File: src/hdl/gbpd_pkg.sv
// Package for the gated bin phase block: widths, constants, CORDIC angle table
// and the record types passed between the preparation stages, cells and queue.
// No dependencies.
`default_nettype none

package gbpd_pkg;

  localparam int SAMPLE_WIDTH  = 24;
  localparam int THR_W         = 24;
  localparam int CORDIC_STAGES = 24;
  localparam int STAGE_W       = $clog2(CORDIC_STAGES);

  // Normalize the larger part up to at least 2**NORM_EXP before the CORDIC.
  localparam int NORM_EXP = 40;
  localparam int SH_W     = $clog2(NORM_EXP + 1);
  localparam int MSB_W    = $clog2(SAMPLE_WIDTH);

  // Datapath widths: x/y hold the normalized vector plus CORDIC gain,
  // z holds the angle in units of 2**-24 degree.
  localparam int CW = NORM_EXP + 5;
  localparam int ZW = 35;

  localparam int SQ_W  = 2 * SAMPLE_WIDTH;
  localparam int PWR_W = SQ_W + 1;
  localparam int TSQ_W = 2 * THR_W;
  localparam int CMP_W = (PWR_W > TSQ_W) ? PWR_W : TSQ_W;

  localparam int PH_W        = 17;
  localparam int PHASE_LIMIT = 46080;
  localparam int ROUND_HALF  = 32768;
  localparam int ROUND_SHIFT = 16;
  localparam int RQ_W        = ZW - ROUND_SHIFT;

  localparam logic signed [ZW-1:0] DEG180 = ZW'(64'd3019898880);

  localparam int IN_TDATA_W  = ((2 * SAMPLE_WIDTH + 7) / 8) * 8;
  localparam int OUT_TDATA_W = ((PH_W + 7) / 8) * 8;

  localparam int QDEPTH = 32;
  localparam int QA_W   = $clog2(QDEPTH);
  localparam int QC_W   = $clog2(QDEPTH + 1);

  typedef struct packed {
    logic                 valid;
    logic                 supp;
    logic                 zero;
    logic                 last;
    logic signed [CW-1:0] x;
    logic signed [CW-1:0] y;
    logic signed [ZW-1:0] z;
  } cordic_t;

  typedef struct packed {
    logic signed [PH_W-1:0] phase;
    logic                   supp;
    logic                   last;
  } result_t;

  // atan(2**-i) in units of 2**-24 degree
  function automatic logic signed [ZW-1:0] atan_deg(input logic [STAGE_W-1:0] i);
    logic signed [ZW-1:0] a;
    begin
      case (i)
        5'd0:  a = ZW'(754974720);
        5'd1:  a = ZW'(445687602);
        5'd2:  a = ZW'(235489088);
        5'd3:  a = ZW'(119537938);
        5'd4:  a = ZW'(60000934);
        5'd5:  a = ZW'(30029717);
        5'd6:  a = ZW'(15018523);
        5'd7:  a = ZW'(7509720);
        5'd8:  a = ZW'(3754917);
        5'd9:  a = ZW'(1877466);
        5'd10: a = ZW'(938734);
        5'd11: a = ZW'(469367);
        5'd12: a = ZW'(234684);
        5'd13: a = ZW'(117342);
        5'd14: a = ZW'(58671);
        5'd15: a = ZW'(29335);
        5'd16: a = ZW'(14668);
        5'd17: a = ZW'(7334);
        5'd18: a = ZW'(3667);
        5'd19: a = ZW'(1833);
        5'd20: a = ZW'(917);
        5'd21: a = ZW'(458);
        5'd22: a = ZW'(229);
        5'd23: a = ZW'(115);
        default: a = '0;
      endcase
      return a;
    end
  endfunction

endpackage

`default_nettype wire

File: src/hdl/gbpd_prep.sv
// Front end of the phase pipeline: half-plane fold, magnitude gate and
// normalizing shift, four register stages. Uses gbpd_pkg.
`default_nettype none

module gbpd_prep
  import gbpd_pkg::*;
(
  input  logic                           clk,
  input  logic                           rst,
  input  logic                           in_valid,
  input  logic signed [SAMPLE_WIDTH-1:0] real_part,
  input  logic signed [SAMPLE_WIDTH-1:0] imag_part,
  input  logic                           last_bin,
  input  logic [THR_W-1:0]               threshold,
  output cordic_t                        dout
);

  // stage 1: captured input
  logic                           v1;
  logic signed [SAMPLE_WIDTH-1:0] re1;
  logic signed [SAMPLE_WIDTH-1:0] im1;
  logic                           last1;

  // stage 2: folded vector, squares, magnitude bits
  logic                         v2;
  logic signed [SAMPLE_WIDTH:0] x2;
  logic signed [SAMPLE_WIDTH:0] y2;
  logic signed [ZW-1:0]         z2;
  logic [SQ_W-1:0]              sq_re2;
  logic [SQ_W-1:0]              sq_im2;
  logic [TSQ_W-1:0]             thr_sq2;
  logic [SAMPLE_WIDTH-1:0]      mag2;
  logic                         zero2;
  logic                         last2;

  // stage 3: shift amount and gate decision
  logic                         v3;
  logic signed [SAMPLE_WIDTH:0] x3;
  logic signed [SAMPLE_WIDTH:0] y3;
  logic signed [ZW-1:0]         z3;
  logic [SH_W-1:0]              sh3;
  logic                         supp3;
  logic                         zero3;
  logic                         last3;

  logic                         neg1;
  logic signed [SAMPLE_WIDTH:0] re_ext;
  logic signed [SAMPLE_WIDTH:0] im_ext;
  logic signed [SAMPLE_WIDTH:0] re_abs;
  logic signed [SAMPLE_WIDTH:0] im_abs;
  logic [MSB_W-1:0]             msb2;
  logic [CMP_W-1:0]             power2;
  logic [CMP_W-1:0]             thr_cmp2;
  logic [CW-1:0]                x3_ext;
  logic [CW-1:0]                y3_ext;

  always_comb begin
    re_ext = {re1[SAMPLE_WIDTH-1], re1};
    im_ext = {im1[SAMPLE_WIDTH-1], im1};
    neg1   = re1[SAMPLE_WIDTH-1];
    re_abs = neg1 ? -re_ext : re_ext;
    im_abs = im1[SAMPLE_WIDTH-1] ? -im_ext : im_ext;
  end

  // position of the leading one of the larger part
  always_comb begin
    msb2 = '0;
    for (int i = 0; i < SAMPLE_WIDTH; i++) begin
      if (mag2[i]) begin
        msb2 = MSB_W'(i);
      end
    end
    power2   = CMP_W'(sq_re2) + CMP_W'(sq_im2);
    thr_cmp2 = CMP_W'(thr_sq2);
  end

  always_comb begin
    x3_ext = {{(CW-SAMPLE_WIDTH-1){x3[SAMPLE_WIDTH]}}, x3};
    y3_ext = {{(CW-SAMPLE_WIDTH-1){y3[SAMPLE_WIDTH]}}, y3};
  end

  always_ff @(posedge clk) begin
    re1   <= real_part;
    im1   <= imag_part;
    last1 <= last_bin;

    // left half plane: negate and start from +-180 degrees
    x2      <= re_abs;
    y2      <= neg1 ? -im_ext : im_ext;
    z2      <= neg1 ? (im1[SAMPLE_WIDTH-1] ? -DEG180 : DEG180) : '0;
    sq_re2  <= re_abs[SAMPLE_WIDTH-1:0] * re_abs[SAMPLE_WIDTH-1:0];
    sq_im2  <= im_abs[SAMPLE_WIDTH-1:0] * im_abs[SAMPLE_WIDTH-1:0];
    thr_sq2 <= threshold * threshold;
    mag2    <= re_abs[SAMPLE_WIDTH-1:0] | im_abs[SAMPLE_WIDTH-1:0];
    zero2   <= (re1 == '0) && (im1 == '0);
    last2   <= last1;

    x3    <= x2;
    y3    <= y2;
    z3    <= z2;
    sh3   <= SH_W'(NORM_EXP) - SH_W'(msb2);
    supp3 <= power2 < thr_cmp2;
    zero3 <= zero2;
    last3 <= last2;

    dout.x    <= x3_ext << sh3;
    dout.y    <= y3_ext << sh3;
    dout.z    <= z3;
    dout.supp <= supp3;
    dout.zero <= zero3;
    dout.last <= last3;

    if (rst) begin
      v1         <= 1'b0;
      v2         <= 1'b0;
      v3         <= 1'b0;
      dout.valid <= 1'b0;
    end else begin
      v1         <= in_valid;
      v2         <= v1;
      v3         <= v2;
      dout.valid <= v3;
    end
  end

endmodule

`default_nettype wire

File: config.mk
export PLATFORM = sky130hd
export DESIGN_NAME = gbpd_prep
export DESIGN_NICKNAME = d
export VERILOG_FILES = /design/src/hdl/gbpd_pkg.sv /design/src/hdl/gbpd_prep.sv
export SDC_FILE = /design/constraint.sdc
export NUM_CORES = 2
export LEC_CHECK = 0
export CORE_MARGIN = 3
export CORE_UTILIZATION = 70
export DETAILED_ROUTE_END_ITERATION = 10
export DONT_BUFFER_PORTS = 1
export GPL_TIMING_DRIVEN = 0
export PLACE_DENSITY = 0.95
export RECOVER_POWER = 100
export SETUP_SLACK_MARGIN = 0.02
export SYNTH_ARGS = -nofsm -noshare
export SYNTH_HDL_FRONTEND = slang
export SYNTH_SLANG_ARGS = --single-unit
export TNS_END_PERCENT = 10
File: constraint.sdc
create_clock -name clk -period 15.7 [get_ports clk]
set_input_delay 2.355 -clock clk [delete_from_list [all_inputs] [get_ports clk]]
set_output_delay 2.355 -clock clk [all_outputs]
set_load 0.02 [all_outputs]
==> metrics.yaml <==
worst_setup_path:
  critPathKind: "reg -> reg"
  path_max_fanout: 10
  crit_required_ps: 16120
  startpoint_type: "register"
  worst_path_largest_cell_delay_ps: 700
  endpoint_kind: "register"
  cp_common_cell: "fa_1"
  cp_slowest_cell: "xor2_1"
  arrival_ps: 12500
clock_tree:
  post_cts_resized: 0
  cts_hold_buf: 0
  cts_tree: "built"
  clkLatencyLatePin_ps: 640
  htree_levels: 2
  cts_setup_buffers: 0
  cts_root_buf: "clkbuf_16"
  clk_path_buf_depth: 3
  clkTransAtPathRegs_ps: 60
  cts_inserted_buffers: 44
  cts.sinks: 428
logic_synthesis:
  yosysTopAreaCellShare: 0.391
  synth-xor-area-share: 0.0342
  synth.avg_cell_area_um2: 9.24
  yosys-mux-area-fraction: 0.0229
  synth_cell_types: 82
  synth_compound_area_frac: 0.0757
  syn_inst: 7023
  yosys_warnings: 0
  synth-async-reset-ratio: 0
  synthAdderAreaFrac: 0.509
  netlist_area_mm2: 0.0649
  synth_simple_gate_area_frac: 0.108
  yosysSeqAreaShare: 0.132
  yosys.area.top_type: "fa_1"
  synth_area_leaders: "fa_1 (39%), dfxtp_1 (13%), ha_1 (12%)"
  ys_ff_latch: 428
  synth_top_family_by_area: "adder cells"
  synth_edf_count: 0
  ys.flop_type: "dfxtp_1"
route:
  post_drt_wl_per_cell_um: 22.7
  detail-route-antenna-nets: 0
  dr.pass1.iters: 7
  drt_drc_violations_left: 0
  wl_mm: 191
  vias: 50300
  drtIter0Drc: 5289
  viasPerCell: 6.00
die:
  io_pins: 205
  fp.dieH_um: 311
  fp.dieW_um: 311
  core_area_mm2: 0.0918
  die-area_mm2: 0.0964
  initial_utilization: 0.707
  rows: 111
placed_design:
  io_buffers: 0
  place_area_mm2: 0.0667
  gp_congestion: 1.02
  place_ws_ps: 4150
  dp_hpwl_mm: 155
grt:
  grt_pass1_wl_mm: 299
  gr-usage-all-layers: 0.400
  globalRouteMet3Util: 0.126
  grt_pass1_vias: 54700
  antenna_found_initial: 16
  met1_usage: 0.490
  grt_max_degree: 15
  grt.busiest_layer: "met2"
  grt-ovfl-total: 0
  grtUsageMet2: 0.620
status:
  violations: "max-capacitance violations, max-slew violations"
  outcome: "finished with violations"
sta:
  rsz0062_at_grt: "false"
  max_freq_mhz: 82.7
  fin_crit_sh: 0.770
  fin_worst_skew_ps: 51.8
  setup_ws_ps: 3610
  finalCriticalPeriod_ps: 12090
  tightest_slew_ps: 1780
  setup_viol: 0
  slew_headroom: -0.200
  fin_setup_tns_ps: 0
  finalMaxSlewViolations: 49
  hold_viol: 0
run:
  maxCapViolations: 8
min_path:
  hold_path_class: "reg -> reg"
finish:
  drive_gt1_frac: 0.0282
  nFillCells: 6286
  mostFrequentLayoutCell: "inv_1"
  finalInstanceArea_mm2: 0.0681
  syn_to_final_growth_pct: 4.87
  nNetsFinal: 9067
  final_cell_mix: "inv_1 (1,740), fa_1 (1,269), nand2_1 (610)"
[cells by family after synthesis]
| family | after synthesis |
|---|---|
| buffers and inverters | 2017 |
| adder cells (fa/ha/maj) | 1878 |
| AND/OR/NAND/NOR | 1563 |
| AO/OA/AOI/OAI | 772 |
| flip-flops | 428 |
| XOR/XNOR | 251 |
| multiplexers | 112 |
| other | 2 |
[through the flow]
| step | hold WS, ps | utilization | instances |
|---|---|---|---|
| floorplan | 310 | - | 7065 |
| CTS | 326 | 0.742 | 8382 |
| detailed placement | 312 | 0.726 | 8309 |
| global placement | 310 | 0.726 | 8308 |
| global route | 328 | 0.741 | 8383 |
| finish | 323 | 0.742 | 8391 |
[registers in the layout, summed over array words and instances, names as in the netlist, 3 cells and up]
register / flops
im1: 24
re1: 24
sq_im2: 47
sq_re2: 47
x2: 24
x3: 25
y3: 25
mag2: 23
thr_sq2: 47
dout: 97
z3: 3
z2: 3
y2: 24
sh3: 6
[cells in the mapped netlist (32+ instances only)]
cell,n
inv_1,1740
fa_1,1269
ha_1,609
nand2_1,609
nor2_1,486
dfxtp_1,428
a21oi_1,236
clkbuf_1,201
and2_1,177
xnor2_1,177
o21ai_0,140
a21o_1,124
xor2_1,71
mux2i_1,55
nand3_1,49
nor2b_1,48
nor3_1,42
a211oi_1,40
buf_4,32
[worst max-delay path: cells and delay by family, from the launching register on]
| kind | cells | cell delay, ps |
|---|---|---|
| xor+xnor | 2 | 1280 |
| buf+inv | 6 | 1900 |
| fa+ha+maj | 9 | 4100 |
| flops | 1 | 360 |
| simple gates | 9 | 2920 |
| compound gates | 5 | 1310 |
[path summary, 6_finish.rpt]
kind	start	endpoint	slack, ps	cells after the start
worst max register to register	im1[0]	sq_im2[45]	3610	31
worst min register to register	y2[22]	y3[22]	320	0
worst max-delay path	im1[0]	sq_im2[45]	3610	31
worst min-delay path	y2[22]	y3[22]	320	0
[cell type report]
| type | instances | area (um^2) | share of cell area |
|---|---|---|---|
| multi-input combinational | 4620 | 48800 | 0.717 |
| sequential | 428 | 8570 | 0.126 |
| inverter | 1756 | 6590 | 0.0968 |
| tap | 1243 | 1560 | 0.0228 |
| clock buffer | 48 | 1130 | 0.0165 |
| buffer | 261 | 1090 | 0.0159 |
| clock inverter | 25 | 312 | 0.00458 |
| timing repair buffer | 2 | 22.5 | 0.000331 |
| antenna | 8 | 20.0 | 0.000294 |
[layer usage]
layer / vias to the layer above / share of wire
met4: 14 / 0.078
li1: 21400 / -
met2: 3388 / 0.44
met3: 997 / 0.13
met1: 24500 / 0.35
met5: - / 0.00053
Power is left out: the tool's default activity adds up to more than one toggle a clock period on the data nets, which glitch-free logic cannot reach.
