## src/hdl/gbpd_pkg.sv

```systemverilog
// Package for the gated bin phase block: widths, constants, CORDIC angle table
// and the record types passed between the preparation stages, cells and queue.
// No dependencies.
`default_nettype none

package gbpd_pkg;

  localparam int SAMPLE_WIDTH  = 24;
  localparam int THR_W         = 24;
  localparam int CORDIC_STAGES = 24;
  localparam int STAGE_W       = $clog2(CORDIC_STAGES);

  // Normalize the larger part up to at least 2**NORM_EXP before the CORDIC.
  localparam int NORM_EXP = 40;
  localparam int SH_W     = $clog2(NORM_EXP + 1);
  localparam int MSB_W    = $clog2(SAMPLE_WIDTH);

  // Datapath widths: x/y hold the normalized vector plus CORDIC gain,
  // z holds the angle in units of 2**-24 degree.
  localparam int CW = NORM_EXP + 5;
  localparam int ZW = 35;

  localparam int SQ_W  = 2 * SAMPLE_WIDTH;
  localparam int PWR_W = SQ_W + 1;
  localparam int TSQ_W = 2 * THR_W;
  localparam int CMP_W = (PWR_W > TSQ_W) ? PWR_W : TSQ_W;

  localparam int PH_W        = 17;
  localparam int PHASE_LIMIT = 46080;
  localparam int ROUND_HALF  = 32768;
  localparam int ROUND_SHIFT = 16;
  localparam int RQ_W        = ZW - ROUND_SHIFT;

  localparam logic signed [ZW-1:0] DEG180 = ZW'(64'd3019898880);

  localparam int IN_TDATA_W  = ((2 * SAMPLE_WIDTH + 7) / 8) * 8;
  localparam int OUT_TDATA_W = ((PH_W + 7) / 8) * 8;

  localparam int QDEPTH = 32;
  localparam int QA_W   = $clog2(QDEPTH);
  localparam int QC_W   = $clog2(QDEPTH + 1);

  typedef struct packed {
    logic                 valid;
    logic                 supp;
    logic                 zero;
    logic                 last;
    logic signed [CW-1:0] x;
    logic signed [CW-1:0] y;
    logic signed [ZW-1:0] z;
  } cordic_t;

  typedef struct packed {
    logic signed [PH_W-1:0] phase;
    logic                   supp;
    logic                   last;
  } result_t;

  // atan(2**-i) in units of 2**-24 degree
  function automatic logic signed [ZW-1:0] atan_deg(input logic [STAGE_W-1:0] i);
    logic signed [ZW-1:0] a;
    begin
      case (i)
        5'd0:  a = ZW'(754974720);
        5'd1:  a = ZW'(445687602);
        5'd2:  a = ZW'(235489088);
        5'd3:  a = ZW'(119537938);
        5'd4:  a = ZW'(60000934);
        5'd5:  a = ZW'(30029717);
        5'd6:  a = ZW'(15018523);
        5'd7:  a = ZW'(7509720);
        5'd8:  a = ZW'(3754917);
        5'd9:  a = ZW'(1877466);
        5'd10: a = ZW'(938734);
        5'd11: a = ZW'(469367);
        5'd12: a = ZW'(234684);
        5'd13: a = ZW'(117342);
        5'd14: a = ZW'(58671);
        5'd15: a = ZW'(29335);
        5'd16: a = ZW'(14668);
        5'd17: a = ZW'(7334);
        5'd18: a = ZW'(3667);
        5'd19: a = ZW'(1833);
        5'd20: a = ZW'(917);
        5'd21: a = ZW'(458);
        5'd22: a = ZW'(229);
        5'd23: a = ZW'(115);
        default: a = '0;
      endcase
      return a;
    end
  endfunction

endpackage

`default_nettype wire

```

## src/hdl/gbpd_outq.sv

```systemverilog
// Result queue and credit counter: holds finished results while the output
// side stalls and admits an input only when a queue slot is reserved for it.
// Uses gbpd_pkg.
`default_nettype none

module gbpd_outq
  import gbpd_pkg::*;
(
  input  logic    clk,
  input  logic    rst,
  input  logic    in_accept,
  output logic    in_ready,
  input  logic    wr_valid,
  input  result_t wr_data,
  output logic    rd_valid,
  input  logic    rd_ready,
  output result_t rd_data
);

  result_t         mem [QDEPTH];
  logic [QA_W-1:0] wr_ptr;
  logic [QA_W-1:0] rd_ptr;
  logic [QC_W-1:0] fill;
  logic [QC_W-1:0] inflight;
  logic            rd_accept;

  always_comb begin
    rd_valid  = fill != '0;
    rd_data   = mem[rd_ptr];
    rd_accept = rd_valid && rd_ready;
    in_ready  = inflight != QC_W'(QDEPTH);
  end

  always_ff @(posedge clk) begin
    if (wr_valid) begin
      mem[wr_ptr] <= wr_data;
    end
  end

  always_ff @(posedge clk) begin
    if (rst) begin
      wr_ptr   <= '0;
      rd_ptr   <= '0;
      fill     <= '0;
      inflight <= '0;
    end else begin
      if (wr_valid) begin
        wr_ptr <= wr_ptr + 1'b1;
      end
      if (rd_accept) begin
        rd_ptr <= rd_ptr + 1'b1;
      end
      fill     <= fill + QC_W'(wr_valid) - QC_W'(rd_accept);
      // count every transaction from input acceptance until it leaves
      inflight <= inflight + QC_W'(in_accept) - QC_W'(rd_accept);
    end
  end

endmodule

`default_nettype wire

```

## config.mk

```make
export PLATFORM = sky130hd
export DESIGN_NAME = gbpd_outq
export DESIGN_NICKNAME = d
export VERILOG_FILES = /design/src/hdl/gbpd_pkg.sv /design/src/hdl/gbpd_outq.sv
export SDC_FILE = /design/constraint.sdc
export NUM_CORES = 1
export LEC_CHECK = 0
export BUFFER_PORTS_ARGS = -buffer_cell sky130_fd_sc_hd__buf_4
export CORE_ASPECT_RATIO = 1.5
export CORE_UTILIZATION = 60
export CTS_CLUSTER_SIZE = 24
export DETAILED_ROUTE_END_ITERATION = 10
export HOLD_SLACK_MARGIN = 0.12
export PLACE_DENSITY = 0.77
export SLEW_MARGIN = 20
export SYNTH_ARGS = -nofsm -noshare
export SYNTH_HDL_FRONTEND = slang
export SYNTH_SLANG_ARGS = --single-unit
```

## constraint.sdc

```tcl
create_clock -name clk -period 5.4 [get_ports clk]
set_clock_uncertainty 0.2 [all_clocks]
set_input_delay 0.54 -clock clk [delete_from_list [all_inputs] [get_ports clk]]
set_output_delay 0.54 -clock clk [all_outputs]
set_load 0.1 [all_outputs]
```

==> reports/qor.tcl, run 1 <==
set qor(run_status) {completed}
set qor(asyncSetResetFlopFracSynth) 0
set qor(gr-total-overflow) 0
set qor(first_global_vias) 12900
set qor(chipHeight_um) 250
set qor(finalWirelength_mm) 57.6
set qor(timing.final.crit_period_ns) 4.07
set qor(final.fill_count) 2448
set qor(final_core_util) 0.682
set qor(global_route_wire_length_before_repair_mm) 83.4
set qor(rr_endpoint) {mem[21][18]}
set qor(synth_top_flop_cell) {sky130_fd_sc_hd__edfxtp_1}
set qor(cts_resizes) 0
set qor(netlist_instances) 1287
set qor(place_congestion) 0.771
set qor(synth.largest_area_cell) {sky130_fd_sc_hd__edfxtp_1}
set qor(tightestPinTransition_ns) 1.11
set qor(tritoncts.num_buffers) 53
set qor(cts_tree) {built}
set qor(count_of_nets_left_with_antenna_violations_after_detail_routing) 0
set qor(met3RoutedLength_mm) 4.96
set qor(setup.reg_to_reg.worst_slack_ns) 2.30
set qor(global_route_usage_over_all_layers) 0.281
set qor(buffers_plus_inverters_on_the_worst_setup_path) 2
set qor(critical_path_peak_fanout) 42
set qor(path_cells) {buf_4 > mux4_2 > a22oi_1 > nand4_1 > buf_4}
set qor(start_util) 0.611
set qor(num-nets-final) 1397
set qor(cp_slowest_stage_delay_ns) 0.90
set qor(total_power_density_per_cell_area_mw_per_mm2) 406
set qor(reg2regPathDepth) 4
set qor(critPathMostFrequentCell) {sky130_fd_sc_hd__buf_4}
set qor(dr_total_vias) 12600
set qor(final_hold_viols) 0
set qor(grt_antenna_before_repair) 3
set qor(critical-path-slowest-cell) {sky130_fd_sc_hd__dfxtp_4}
set qor(cts_buffer_depth) 3
set qor(place.port_buffers) 44
set qor(post_synthesis_average_cell_area_um2) 19.2
set qor(synth_enable_flop_cells) 608
set qor(routed-wl-met2_mm) 29.6
set qor(critical_path.endpoint) {rd_data[8]}
set qor(rsz0062_at_grt) {no}
set qor(final-max-slew-violation-count) 0
set qor(worst_ir_drop_vdd_mv) 0.485
set qor(post-route-drc-count) 0
set qor(ys_seq_elements) 635
set qor(total_nets_after_synthesis) 1332
set qor(synth_common_cells) {sky130_fd_sc_hd__edfxtp_1, sky130_fd_sc_hd__mux2i_1, sky130_fd_sc_hd__a22oi_1}
set qor(synth_most_common_cell) {sky130_fd_sc_hd__edfxtp_1}
set qor(critPathCaptureType) {output pin}
set qor(grt_start_max_net_pins) 56
set qor(uppermost_signal_routing_layer_after_detailed_routing) {met5}
set qor(critical_path.startpoint_type) {register}
set qor(portion_of_the_post_synthesis_area_used_by_sequential_elements) 0.761
set qor(drv.max_cap_violation_count) 0
set qor(final_layout_size_suffix_gt1_frac) 0.198
set qor(viasPerCell) 6.66
set qor(drt_iter0_markers) 1469
set qor(place_ws_ns) 1.91
set qor(regToRegStartpoint) {wr_ptr[4]}
set qor(syn-cell-area_mm2) 0.0247
set qor(number_of_levels_in_the_clock_h_tree) 2
set qor(die_w_um) 168
set qor(clock.fmax_mhz) 246
set qor(crit_required_ns) 4.66
set qor(place.detailed.hpwl_mm) 31.6
set qor(worstSetupPathType) {reg -> out}
set qor(design.die.area_mm2) 0.0420
set qor(synth-warning-count) 0
set qor(clkSinkCount) 635
set qor(clock_insertion_delay_worst_skew_ns) 0.58
set qor(tns_ns) 0
set qor(cts-root-buf) {sky130_fd_sc_hd__clkbuf_16}
set qor(routedWlPerCell_um) 30.3
set qor(num_io_pins) 45
set qor(floorplan.core_area_mm2) 0.0404
set qor(crit_cells) 5
set qor(leakagePower_uw) 0.00840
set qor(crit_arrival_ns) 3.33
set qor(core.rowCount) 90
set qor(detail_route.first_pass.iterations) 5
set qor(worst_slew_margin_rel) 0.257
set qor(synth_largest_type_area_fraction) 0.740
set qor(clock_transition_at_the_register_clock_pins_on_the_worst_setup_and_hold_paths_after_cts_ns) 0.07
set qor(timing.hold.worst.class) {in -> reg}
set qor(crit_path_leading_delay_family) {flip-flops}
set qor(post-route-cell-area_mm2) 0.0276
set qor(synth.lib_cells_used.distinct) 39
set qor(setup_viol_count_final) 0
set qor(routedLengthMet1_mm) 20.2
set qor(synth_area_leaders) {sky130_fd_sc_hd__edfxtp_1, sky130_fd_sc_hd__mux4_2, sky130_fd_sc_hd__mux2i_1, sky130_fd_sc_hd__a22oi_1, sky130_fd_sc_hd__dfxtp_1}
set qor(period_share) 0.754
set qor(area_growth_from_synthesis_to_layout_pct) 11.7
set qor(timing.final.ws_setup_ns) 1.33
set qor(placed_inst_area_mm2) 0.0258
## sequential cells by signal, summed over array words and instances, names as in the netlist, named ones only
name and flops:
mem 608, fill 6, wr_ptr 5, rd_ptr 5, inflight 6
## worst register-to-register path, delay by kind of cell (launching register included)
family                 cells  cell delay, ns
DFF                        1            0.91
buffers and inverters      2            0.67
and+or+nand+nor            2            1.01
## area by class of cell
cell class	count	area (um^2)	area share
sequential	635	18800	0.682
multi-input combinational	561	5670	0.206
clock buffer	69	1430	0.0518
timing repair buffer	80	643	0.0233
tap	506	633	0.0230
clock inverter	25	308	0.0112
inverter	21	78.8	0.00286
antenna	1	2.50	0.0000908
## cell usage in the layout (no fill, tap or decap), drive strengths merged, types with 2 or more instances in the layout
| cell type | instances |
|---|---|
| bufinv | 6 |
| dfxtp | 27 |
| nand4 | 23 |
| clkbuf | 69 |
| nand2 | 14 |
| a21oi | 6 |
| a22oi | 114 |
| nand3 | 46 |
| a31oi | 2 |
| nand2b | 4 |
| nor2b | 5 |
| nor2 | 44 |
| ha | 19 |
| or2 | 3 |
| buf | 78 |
| xor2 | 8 |
| dlygate4sd3 | 2 |
| o21ai | 3 |
| and2 | 3 |
| inv | 24 |
| a21o | 2 |
| clkinv | 12 |
| xnor2 | 4 |
| mux2i | 153 |
| mux4 | 76 |
| a41o | 2 |
| nor4 | 4 |
| clkinvlp | 4 |
| edfxtp | 608 |
| nor3 | 16 |
| o21a | 2 |
| fa | 2 |
## cell families after synthesis
| kind of cell | after synthesis | synth area share |
|---|---|---|
| muxes | 229 | 0.131 |
| DFF | 635 | 0.761 |
| and+or+nand+nor | 167 | 0.0339 |
| xor gates and xnor gates | 12 | 0.00426 |
| adders and majority gates | 21 | 0.0113 |
| buffers and inverters | 91 | 0.0184 |
| AOI/OAI and AO/OA | 132 | 0.0394 |
## report_power, final
| group | internal (uW) | leakage, uW | switching, uW |
|---|---|---|---|
| Sequential | 5470 | 0.00570 | 86.5 |
| Clock | 2160 | 0.000837 | 1680 |
| Combinational | 562 | 0.00186 | 1230 |
## layer usage
layer,track usage,vias up
li1,-,5361
met1,0.346,6480
met2,0.480,641
met3,0.0520,148
met4,0.139,4
met5,0,-
## worst min-delay path by stage
stage	start	to	slack [ns]	cells after the start
floorplan	rd_ptr[1]	register	0.27	2
global placement	rd_ptr[1]	rd_ptr[1]	0.28	2
detailed placement	rd_ptr[1]	register	0.30	2
CTS	wr_valid	wr_ptr[0]	0.12	3
global route	wr_valid	wr_ptr[1]	0.14	3
finish	wr_valid	wr_ptr[0]	0.13	3
## metrics by stage
stage	total power (uW)	instances	hold slack, ns
2_1_floorplan	6970	1287	0.270
3_3_place_gp	7410	1801	0.284
3_5_place_dp	7450	1801	0.297
4_1_cts	11200	1897	0.122
5_1_grt	11500	1898	0.140
6_report	11200	1898	0.134
## timing repair
action,CTS,global route
endpoints found under the hold margin,3,0
hold buffers,2,0
setup buffers,0,0
Note: power is estimated with default switching activity, not from simulation.
==> run 2: changes to the inputs <==
Settings changed: ABC_AREA set to 1.
Clock period 5.4 ns to 3.8 ns, I/O delays scaled along.
==> reports/qor.tcl, run 2 <==
set qor(place_congestion) 0.822
set qor(crit_required_ns) 3.22
set qor(crit_path_leading_delay_family) {buffers and inverters}
set qor(core.rowCount) 93
set qor(leakagePower_uw) 0.0107
set qor(synth_top_flop_cell) {sky130_fd_sc_hd__edfxtp_1}
set qor(syn-cell-area_mm2) 0.0263
set qor(clock_transition_at_the_register_clock_pins_on_the_worst_setup_and_hold_paths_after_cts_ns) 0.06
set qor(ys_seq_elements) 635
set qor(floorplan.core_area_mm2) 0.0431
set qor(synth_common_cells) {sky130_fd_sc_hd__nand2_1, sky130_fd_sc_hd__edfxtp_1, sky130_fd_sc_hd__nand3_1}
set qor(portion_of_the_post_synthesis_area_used_by_sequential_elements) 0.716
set qor(total_power_density_per_cell_area_mw_per_mm2) 603
set qor(setup.reg_to_reg.worst_slack_ns) 0.95
set qor(place.detailed.hpwl_mm) 35.1
set qor(final.fill_count) 2986
set qor(final-max-slew-violation-count) 0
set qor(global_route_wire_length_before_repair_mm) 95.8
set qor(synth.largest_area_cell) {sky130_fd_sc_hd__edfxtp_1}
set qor(clock_insertion_delay_worst_skew_ns) 0.59
set qor(setup_viol_count_final) 0
set qor(design.die.area_mm2) 0.0446
set qor(place.port_buffers) 44
set qor(rsz0062_at_grt) {no}
set qor(synth_largest_type_area_fraction) 0.695
set qor(cts_buffer_depth) 3
set qor(global_route_usage_over_all_layers) 0.283
set qor(final_hold_viols) 0
set qor(area_growth_from_synthesis_to_layout_pct) 10.4
set qor(hold-path-cell-count) 2
set qor(die_w_um) 173
set qor(clkSinkCount) 635
set qor(synth-warning-count) 0
set qor(cts_tree) {built}
set qor(critical-path-slowest-cell) {sky130_fd_sc_hd__inv_8}
set qor(detail_route.first_pass.iterations) 5
set qor(cts_resizes) 0
set qor(asyncSetResetFlopFracSynth) 0
set qor(buffers_plus_inverters_on_the_worst_setup_path) 3
set qor(rr_endpoint) {fill[4]}
set qor(reg_top3) {mem (608), fill (6), inflight (6)}
set qor(tritoncts.num_buffers) 54
set qor(number_of_levels_in_the_clock_h_tree) 2
set qor(timing.hold.worst.class) {reg -> reg}
set qor(most_common_library_cell_in_the_layout_ignoring_fill_and_taps) {sky130_fd_sc_hd__nand2_1}
set qor(num-nets-final) 2363
set qor(clock.fmax_mhz) 282
set qor(critical_path.startpoint_type) {register}
set qor(path_cells) {inv_8 > buf_12 > nand2_1 > nand3_1 > nand3_1 > nand2_1 > nand2_1 > nand2_1 > nand2_1 > nand2_1 > buf_4}
set qor(cts_setup_buffers) 0
set qor(layout_common_cells) {sky130_fd_sc_hd__nand2_1, sky130_fd_sc_hd__edfxtp_1, sky130_fd_sc_hd__nand3_1, sky130_fd_sc_hd__buf_4, sky130_fd_sc_hd__clkbuf_16}
set qor(critPathMostFrequentCell) {sky130_fd_sc_hd__nand2_1}
set qor(critPathCaptureType) {output pin}
set qor(chipHeight_um) 258
set qor(num_io_pins) 45
set qor(first_global_vias) 17300
set qor(cts_hold_buffers) 24
set qor(regToRegStartpoint) {fill[2]}
set qor(viasPerCell) 5.94
set qor(max_flop_register) {mem}
set qor(worst_ir_drop_vdd_mv) 0.555
set qor(dr_total_vias) 17400
set qor(synth_enable_flop_cells) 608
set qor(cp_slowest_stage_delay_ns) 0.43
set qor(synth_most_common_cell) {sky130_fd_sc_hd__nand2_1}
set qor(worstSetupPathType) {reg -> out}
set qor(reg2regPathDepth) 13
set qor(tightestPinTransition_ns) 0.866
set qor(worst_slew_margin_rel) 0.421
set qor(antennaDiodeCount) 0
set qor(post-route-drc-count) 0
set qor(post_synthesis_average_cell_area_um2) 11.6
set qor(routedWlPerCell_um) 21.2
set qor(gr-total-overflow) 0
set qor(run_status) {completed}
set qor(tns_ns) 0
set qor(flip_flop_count_of_the_largest_register_after_layout) 608
set qor(end_point_of_the_most_critical_hold_path) {rd_ptr[3]}
set qor(critical_path_peak_fanout) 89
set qor(synth.lib_cells_used.distinct) 28
set qor(synth_area_leaders) {sky130_fd_sc_hd__edfxtp_1, sky130_fd_sc_hd__nand2_1, sky130_fd_sc_hd__nand3_1, sky130_fd_sc_hd__dfxtp_1, sky130_fd_sc_hd__buf_6}
set qor(total_nets_after_synthesis) 2317
set qor(grt_start_max_net_pins) 153
set qor(cts-root-buf) {sky130_fd_sc_hd__clkbuf_16}
set qor(crit_arrival_ns) 2.97
set qor(finalWirelength_mm) 62.3
set qor(final_layout_size_suffix_gt1_frac) 0.0902
set qor(hold_start) {rd_ptr[3]}
set qor(drv.max_cap_violation_count) 0
set qor(worst_hold_slack_ns) 0.318
set qor(start_util) 0.610
set qor(drt_iter0_markers) 2224
set qor(netlist_instances) 2272
set qor(grt_antenna_before_repair) 0
set qor(period_share) 0.934
set qor(timing.final.crit_period_ns) 3.55
set qor(count_of_nets_left_with_antenna_violations_after_detail_routing) 0
## run 2: report_power, final
part	internal, uW	switching, uW	total (uW)	leakage (uW)
clock	3130	2410	5530	0.000871
combinational	1090	2990	4090	0.00416
sequential	7770	76.7	7850	0.00570
total	12000	5480	17500	0.0107
## run 2: layer usage
metal	part of all wire	vias up	routed length (um)	GRT usage
li1	-	7949	-	-
met1	0.36	8373	22400	0.353
met2	0.51	897	31800	0.492
met3	0.082	189	5120	0.0349
met4	0.046	0	2860	0.145
met5	0	-	0	0
## run 2: logic make-up after synthesis
logic type	after synthesis	synth area share
flip-flops	635	0.716
AO/OA/AOI/OAI	39	0.00786
AND/OR/NAND/NOR	1404	0.224
XOR/XNOR	1	0.000334
adder cells (fa/ha/maj)	21	0.0106
buffers and inverters	172	0.0417
## run 2: final cells by class
cell class	count	area (um^2)	area share
Timing Repair Buffer	120	1070	0.0370
Sequential cell	635	18800	0.649
Multi-Input combinational cell	1465	6450	0.223
Inverter	42	168	0.00578
Clock buffer	64	1450	0.0501
Tap cell	570	713	0.0246
Clock inverter	35	317	0.0109
## run 2: worst register-to-register path: stages (launching register included)
cell                      delay [ns]
sky130_fd_sc_hd__dfxtp_1        0.35
sky130_fd_sc_hd__inv_1          0.06
sky130_fd_sc_hd__ha_1           0.20
sky130_fd_sc_hd__nand3_1        0.12
sky130_fd_sc_hd__nand2_2        0.14
sky130_fd_sc_hd__nor2_1         0.18
sky130_fd_sc_hd__inv_1          0.08
sky130_fd_sc_hd__o21ai_0        0.08
sky130_fd_sc_hd__ha_1           0.22
sky130_fd_sc_hd__inv_1          0.07
sky130_fd_sc_hd__fa_1           0.44
sky130_fd_sc_hd__o31ai_1        0.34
sky130_fd_sc_hd__o21ai_0        0.14
sky130_fd_sc_hd__a21oi_1        0.15
## run 2: stage by stage
| stage | total power (uW) | area [um^2] | instances | setup slack, ns | util |
|---|---|---|---|---|---|
| after detailed placement | 12000 | 27000 | 2808 | 0.915 | 0.627 |
| final | 17500 | 29000 | 2931 | 0.251 | 0.673 |
| after global placement | 11900 | 27000 | 2808 | 0.957 | 0.627 |
| after CTS | 17500 | 29000 | 2931 | 0.278 | 0.673 |
| after floorplan | 11200 | 26300 | 2272 | 0.529 | - |
| after global routing | 18100 | 29000 | 2931 | 0.0729 | 0.673 |
## run 2: worst max path at each step
stage,start,end,cells after the start
after floorplan,fill[4],fill[4],13
after global placement,register,rd_data[16],11
after detailed placement,register,rd_data[16],11
after CTS,register,rd_data[7],11
after global routing,register,rd_data[7],11
final,register,rd_data[0],11
